--- config.mk ---
export PLATFORM = sky130hd
export DESIGN_NAME = trilinear_interp_argmax_unit
export DESIGN_NICKNAME = d
export VERILOG_FILES = /design/src/rtl/core/tia_pkg.sv /design/src/rtl/core/tia_front.sv /design/src/rtl/core/tia_queue.sv /design/src/rtl/core/tia_back.sv /design/src/rtl/core/trilinear_interp_argmax_unit.sv
export SDC_FILE = /design/constraint.sdc
export NUM_CORES = 2
export LEC_CHECK = 0
export BUFFER_PORTS_ARGS = -buffer_cell sky130_fd_sc_hd__buf_2
export CAP_MARGIN = 30
export CORE_MARGIN = 10
export CORE_UTILIZATION = 60
export CTS_CLUSTER_DIAMETER = 60
export DETAILED_ROUTE_END_ITERATION = 6
export GPL_ROUTABILITY_DRIVEN = 0
export PLACE_DENSITY = 0.85
export SLEW_MARGIN = 40
export SYNTH_ARGS = -nofsm -noshare
export SYNTH_HDL_FRONTEND = slang
export SYNTH_SLANG_ARGS = --single-unit
--- constraint.sdc ---
create_clock -name clk -period 11.3 [get_ports clk]
set_input_delay 2.26 -clock clk [delete_from_list [all_inputs] [get_ports clk]]
set_output_delay 2.26 -clock clk [all_outputs]
set_load 0.01 [all_outputs]
--- src/rtl/core/tia_pkg.sv ---
package tia_pkg;

	localparam int LOGIT_BITS = 16;
	localparam int LABEL_BITS = 8;
	localparam int FRAC_BITS = 8;
	localparam int MAX_CLASSES = 256;
	localparam int QUEUE_DEPTH = 4;

	// class index stops here: min(MAX_CLASSES - 1, 255)
	localparam logic [LABEL_BITS-1:0] COUNT_LIMIT =
		(MAX_CLASSES - 1 > 255) ? LABEL_BITS'(255) : LABEL_BITS'(MAX_CLASSES - 1);

	typedef logic signed [LOGIT_BITS-1:0] logit_t;

	localparam logit_t LOGIT_MIN = {1'b1, {(LOGIT_BITS-1){1'b0}}};

	typedef struct packed {
		logit_t                corner_000;
		logit_t                corner_001;
		logit_t                corner_010;
		logit_t                corner_011;
		logit_t                corner_100;
		logit_t                corner_101;
		logit_t                corner_110;
		logit_t                corner_111;
		logic [FRAC_BITS-1:0]  frac_depth;
		logic [FRAC_BITS-1:0]  frac_row;
		logic [FRAC_BITS-1:0]  frac_col;
		logic                  final_class;
	} item_t;

	typedef struct packed {
		logic [LABEL_BITS-1:0] label;
		logit_t                label_score;
	} result_t;

	// one interpolated class value on its way to the argmax
	typedef struct packed {
		logit_t val;
		logic   last;
	} tia_q_t;

endpackage

--- src/rtl/core/tia_front.sv ---
module tia_front (
	input  logic           clk,
	input  logic           arst_n,
	input  logic           push,
	output logic           full,
	input  tia_pkg::item_t item,
	output logic           q_push,
	input  logic           q_full,
	output tia_pkg::tia_q_t q_data
);
	import tia_pkg::*;

	// a + floor((b - a) * t / 256), same as floor((a*(256-t) + b*t) / 256)
	function automatic logit_t lerp(logit_t a, logit_t b, logic [FRAC_BITS-1:0] t);
		logic signed [LOGIT_BITS:0]   d;
		logic signed [LOGIT_BITS+9:0] p;
		logic signed [LOGIT_BITS+1:0] s;
		d = $signed({b[LOGIT_BITS-1], b}) - $signed({a[LOGIT_BITS-1], a});
		p = d * $signed({1'b0, t});
		s = $signed({{2{a[LOGIT_BITS-1]}}, a}) + $signed(p[LOGIT_BITS+9:8]);
		return s[LOGIT_BITS-1:0];
	endfunction

	logic adv;

	logit_t               c00_s1, c10_s1, c01_s1, c11_s1;
	logic [FRAC_BITS-1:0] th_s1, td_s1;
	logic                 last_s1, v_s1;

	logit_t               c0_s2, c1_s2;
	logic [FRAC_BITS-1:0] td_s2;
	logic                 last_s2, v_s2;

	logit_t               val_s3;
	logic                 last_s3, v_s3;

	// whole pipe holds while the last stage cannot drain
	assign adv    = !(v_s3 && q_full);
	assign full   = !adv;
	assign q_push = v_s3 && !q_full;
	assign q_data = '{val: val_s3, last: last_s3};

	always_ff @(posedge clk or negedge arst_n) begin
		if (!arst_n) begin
			v_s1 <= 1'b0;
			v_s2 <= 1'b0;
			v_s3 <= 1'b0;
		end else if (adv) begin
			v_s1 <= push;
			v_s2 <= v_s1;
			v_s3 <= v_s2;
		end
	end

	always_ff @(posedge clk) begin
		if (adv) begin
			c00_s1  <= lerp(item.corner_000, item.corner_001, item.frac_col);
			c10_s1  <= lerp(item.corner_010, item.corner_011, item.frac_col);
			c01_s1  <= lerp(item.corner_100, item.corner_101, item.frac_col);
			c11_s1  <= lerp(item.corner_110, item.corner_111, item.frac_col);
			th_s1   <= item.frac_row;
			td_s1   <= item.frac_depth;
			last_s1 <= item.final_class;

			c0_s2   <= lerp(c00_s1, c10_s1, th_s1);
			c1_s2   <= lerp(c01_s1, c11_s1, th_s1);
			td_s2   <= td_s1;
			last_s2 <= last_s1;

			val_s3  <= lerp(c0_s2, c1_s2, td_s2);
			last_s3 <= last_s2;
		end
	end

endmodule

--- src/rtl/core/tia_queue.sv ---
module tia_queue #(
	parameter int DEPTH = tia_pkg::QUEUE_DEPTH
) (
	input  logic            clk,
	input  logic            arst_n,
	input  logic            push,
	input  tia_pkg::tia_q_t wr_data,
	output logic            full,
	input  logic            pop,
	output tia_pkg::tia_q_t rd_data,
	output logic            empty
);
	import tia_pkg::*;

	localparam int PTR_W = (DEPTH > 1) ? $clog2(DEPTH) : 1;
	localparam int CNT_W = $clog2(DEPTH + 1);

	tia_q_t             mem_q [DEPTH];
	logic [PTR_W-1:0]   wr_ptr_q, rd_ptr_q;
	logic [CNT_W-1:0]   count_q;

	assign full    = count_q == CNT_W'(DEPTH);
	assign empty   = count_q == '0;
	assign rd_data = mem_q[rd_ptr_q];

	always_ff @(posedge clk or negedge arst_n) begin
		if (!arst_n) begin
			wr_ptr_q <= '0;
			rd_ptr_q <= '0;
			count_q  <= '0;
		end else begin
			if (push)
				wr_ptr_q <= (wr_ptr_q == PTR_W'(DEPTH - 1)) ? '0 : wr_ptr_q + 1'b1;
			if (pop)
				rd_ptr_q <= (rd_ptr_q == PTR_W'(DEPTH - 1)) ? '0 : rd_ptr_q + 1'b1;
			unique case ({push, pop})
				2'b10:   count_q <= count_q + 1'b1;
				2'b01:   count_q <= count_q - 1'b1;
				default: count_q <= count_q;
			endcase
		end
	end

	always_ff @(posedge clk) begin
		if (push)
			mem_q[wr_ptr_q] <= wr_data;
	end

`ifndef SYNTHESIS
	a_no_overflow: assert property (@(posedge clk) disable iff (!arst_n)
		!(push && full && !pop))
		else $error("queue write while full");
	a_no_underflow: assert property (@(posedge clk) disable iff (!arst_n)
		!(pop && empty))
		else $error("queue read while empty");
	a_count_range: assert property (@(posedge clk) disable iff (!arst_n)
		count_q <= CNT_W'(DEPTH))
		else $error("queue count out of range");
`endif

endmodule

--- src/rtl/core/tia_back.sv ---
module tia_back (
	input  logic             clk,
	input  logic             arst_n,
	input  logic             q_empty,
	input  tia_pkg::tia_q_t  q_data,
	output logic             q_pop,
	input  logic             pop,
	output logic             empty,
	output tia_pkg::result_t result
);
	import tia_pkg::*;

	logit_t                max_q;
	logic [LABEL_BITS-1:0] label_q;
	logic [LABEL_BITS-1:0] count_q;
	logic                  out_valid_q;
	result_t               result_q;

	logic                  take;
	logit_t                sel_max;
	logic [LABEL_BITS-1:0] sel_label;

	// first class always wins, later ones only when strictly greater
	assign take      = (count_q == '0) || (q_data.val > max_q);
	assign sel_max   = take ? q_data.val : max_q;
	assign sel_label = take ? count_q : label_q;

	// a last beat needs the output register free (or draining)
	assign q_pop  = !q_empty && (!q_data.last || !out_valid_q || pop);
	assign empty  = !out_valid_q;
	assign result = result_q;

	always_ff @(posedge clk or negedge arst_n) begin
		if (!arst_n) begin
			max_q       <= LOGIT_MIN;
			label_q     <= '0;
			count_q     <= '0;
			out_valid_q <= 1'b0;
		end else begin
			if (q_pop) begin
				if (q_data.last) begin
					max_q   <= LOGIT_MIN;
					label_q <= '0;
					count_q <= '0;
				end else begin
					max_q   <= sel_max;
					label_q <= sel_label;
					if (count_q < COUNT_LIMIT)
						count_q <= count_q + 1'b1;
				end
			end
			if (q_pop && q_data.last)
				out_valid_q <= 1'b1;
			else if (pop)
				out_valid_q <= 1'b0;
		end
	end

	always_ff @(posedge clk) begin
		if (q_pop && q_data.last)
			result_q <= '{label: sel_label, label_score: sel_max};
	end

`ifndef SYNTHESIS
	a_last_emits: assert property (@(posedge clk) disable iff (!arst_n)
		q_pop && q_data.last |=> !empty && count_q == '0)
		else $error("last class did not produce a result or clear state");
	a_count_step: assert property (@(posedge clk) disable iff (!arst_n)
		q_pop && !q_data.last && count_q < COUNT_LIMIT |=> count_q == $past(count_q) + 1'b1)
		else $error("class counter did not advance");
	a_label_bound: assert property (@(posedge clk) disable iff (!arst_n)
		label_q <= count_q)
		else $error("running label ahead of class counter");
`endif

endmodule

--- src/rtl/core/trilinear_interp_argmax_unit.sv ---
// path: a final-class beat passes stages s1, s2, s3, the queue and the result register
// throughput: one beat per cycle, set by the three-stage interpolation pipe (one lerp level each)
// and the combinational compare in the argmax stage; a full queue stalls the pipe
// a last class waits in the queue while an earlier result is still untaken
// reset: arst_n clears the pipe, queue pointers, result flag and argmax state at once
module trilinear_interp_argmax_unit #(
	parameter int QUEUE_DEPTH = tia_pkg::QUEUE_DEPTH
) (
	input  logic             clk,
	input  logic             arst_n,
	input  logic             push,
	output logic             full,
	input  tia_pkg::item_t   item,
	output logic             empty,
	input  logic             pop,
	output tia_pkg::result_t result
);
	import tia_pkg::*;

	logic   q_push, q_full, q_pop, q_empty;
	tia_q_t q_wr, q_rd;

	tia_front u_front (
		.clk    (clk),
		.arst_n (arst_n),
		.push   (push),
		.full   (full),
		.item   (item),
		.q_push (q_push),
		.q_full (q_full),
		.q_data (q_wr)
	);

	tia_queue #(
		.DEPTH (QUEUE_DEPTH)
	) u_queue (
		.clk     (clk),
		.arst_n  (arst_n),
		.push    (q_push),
		.wr_data (q_wr),
		.full    (q_full),
		.pop     (q_pop),
		.rd_data (q_rd),
		.empty   (q_empty)
	);

	tia_back u_back (
		.clk     (clk),
		.arst_n  (arst_n),
		.q_empty (q_empty),
		.q_data  (q_rd),
		.q_pop   (q_pop),
		.pop     (pop),
		.empty   (empty),
		.result  (result)
	);

endmodule
==> out/results.ini <==
[routing]
drt_pre_antenna_iters=6
ant_nets=0
wl_per_cell_um=17.3
wirelength_um=123000
drc_errors=0
num_vias=40800
drtIter0Drc=2986
vias_per_cell=5.76

[clock_tree]
cts_sinks=274
insertion_delay_ns=0.57
cts_made_buffers=37
root_buffer=clkbuf_16
post_cts_buffers=0
cts_tree=built
cts_resized=0
cts_hold_buffers=0
cts_buffer_depth=3
h-tree-depth=2
path_clk_slew_ns=0.06

[synthesis]
yosysUniqueCellTypes=88
synth_top_area_share_pct=28.0
synth_fp_nets=7276
synth-async-reset-ratio_pct=15.7
ys_ff_latch=274
syn_avg_cell_area_um2=8.91
ys_seq_area_share_pct=15.4
yosys-top-cells-area=fa_1 (28%), edfxtp_1 (13%), ha_1 (13%), inv_1 (8.9%), nand2_1 (5.0%)
synth_commonest_cells=inv_1 (1229), fa_1 (729), nand2_1 (688)
synth_ff_type=edfxtp_1
yosysWarningCount=0
yosys.area.top_type=fa_1
syn_area_um2=52000
synth_edf_count=231
synth_cells=5841
synthMostInstantiatedCell=inv_1

[global_route]
antenna_found_initial=1
grt_pass1_wl_um=207000
use_met3_pct=3.79
grt_max_degree=82
track_usage_pct=25.1
grt_pass1_vias=43200
busiest_layer=met2
met1_usage_pct=30.8
use_met2_pct=44.2
grt_overflow=0

[timing]
slew_violations=0
setup_tns_ns=0
relSlewSlack_pct=42.7
worstMarginPinSlew_ns=0.856
max_freq_ghz=0.0945
finalHoldViolCount=0
min_period_ns=10.58
rsz0062_at_grt=no
fin_skew_ns=0.0242
setup_viol=0
finalWorstSetupSlack_ns=0.716
timing.final.crit_share_pct=93.7

[floorplan]
num_rows=107
die_w_um=314
die_h_um=314
die-area_um2=98900
initial_core_util_pct=60.8
design.core.area_um2=85500
ios=183

[setup_path]
timing.rr.start=u_front.c0_s2[1]$_DFFE_PN_
cp-start-kind=input pin
rrSetupSlack_ns=1.35
r2r_cells=34
critPathArrivalTime_ns=10.91
r2r_end=u_front.val_s3[15]$_DFFE_PN_
required_ns=11.63
crit_slowest_cell=fa_1
crit_type=in -> reg
cp_slowest_stage_delay_ns=0.55
critPathCaptureType=flip-flop
critPathMaxFanout=8

[place]
numPortBuffers=182
place_ws_ns=0.282
dpl.hpwl_um=98600
dp.cells=7028

[min_path]
min-delay-start=u_front.td_s1[4]$_DFFE_PN_
hold_depth=0
hold_class=reg -> reg
min_to=u_front.td_s2[4]$_DFFE_PN_

[cells_and_area]
layout-drive-gt1-share_pct=6.74
final_util_pct=64.7
multi_input_area_um2=38700
syn2layout_area_growth_pct=6.38
nNetsFinal=7360
final_cells=7097
fillers=6680
seq_area_um2=8010

[run]
max-cap-violations=0

[status]
status=finished, final reports clean

==> cells by family (layout without fill, tap and decap cells) <==
family,after synthesis,after routing,share of synthesized area (%)
and+or+nand+nor,1800,1800,17.0
AOI/OAI and AO/OA,722,722,9.66
adders and majority gates,1278,1278,41.3
other,0,1,0
DFF,274,274,15.4
muxes,39,39,1.19
xor gates and xnor gates,303,303,5.25
buffers and inverters,1425,1536,10.3
==> placed cells by master, fill, tap and decap left out, drive strengths merged, types with 152 or more instances in the layout <==
cell | netlist | routed
nor2 | 221 | 221
nand2 | 688 | 688
buf | 18 | 240
ha | 549 | 549
fa | 729 | 729
inv | 1229 | 1238
a21oi | 152 | 152
and2 | 313 | 313
edfxtp | 231 | 231
xnor2 | 231 | 231
==> sequential cells by signal, summed over array words and instances (netlist names), 16 cells and up <==
| name | cells |
|---|---|
| u_back.max_q | 16 |
| u_back.result | 24 |
| u_front.c00_s1 | 16 |
| u_front.c01_s1 | 16 |
| u_front.c0_s2 | 16 |
| u_front.c10_s1 | 16 |
| u_front.c11_s1 | 16 |
| u_front.c1_s2 | 16 |
| u_front.val_s3 | 16 |
| u_queue.mem_q | 68 |
==> per-stage QoR <==
stage	cell area [um^2]	hold WS (ns)
finish	55400	0.420
global route	55300	0.430
CTS	55300	0.418
detailed placement	54100	0.405
global placement	54100	0.403
floorplan	52000	0.400
==> layer usage <==
layer	wire length (um)	part of all wire, %
met2	60900	50
met1	47900	39
met4	4900	4.0
met5	0	0
met3	9270	7.5
==> final cells by class <==
class                           instances  share of cell area, %
Multi-Input combinational cell       4142                   69.9
Sequential cell                       274                   14.5
Inverter                             1229                   8.34
Tap cell                             1144                   2.59
Timing Repair Buffer                  241                   2.48
Clock buffer                           43                   1.73
Clock inverter                         23                  0.425
Antenna cell                            1                0.00452
==> how the worst max path moves through the flow <==
stage	cells past startpoint	startpoint	endpoint
detailed placement	39	item[74]	u_front.c01_s1[15]$_DFFE_PN_
floorplan	38	item[74]	u_front.c01_s1[15]$_DFFE_PN_
global route	41	item[74]	u_front.c01_s1[15]$_DFFE_PN_
finish	39	item[74]	u_front.c01_s1[15]$_DFFE_PN_
global placement	39	item[74]	u_front.c01_s1[15]$_DFFE_PN_
CTS	39	item[74]	u_front.c01_s1[15]$_DFFE_PN_
==> critical path, delay by kind of cell <==
kind / cells / cell delay (ns)
AO/OA/AOI/OAI: 13 / 2.90
XOR/XNOR: 4 / 1.11
adder cells (fa/ha/maj): 7 / 2.77
buffers and inverters: 6 / 0.55
AND/OR/NAND/NOR: 9 / 1.32
Power is left out: the tool's default activity adds up to more than one toggle a clock period on the data nets, which glitch-free logic cannot reach.
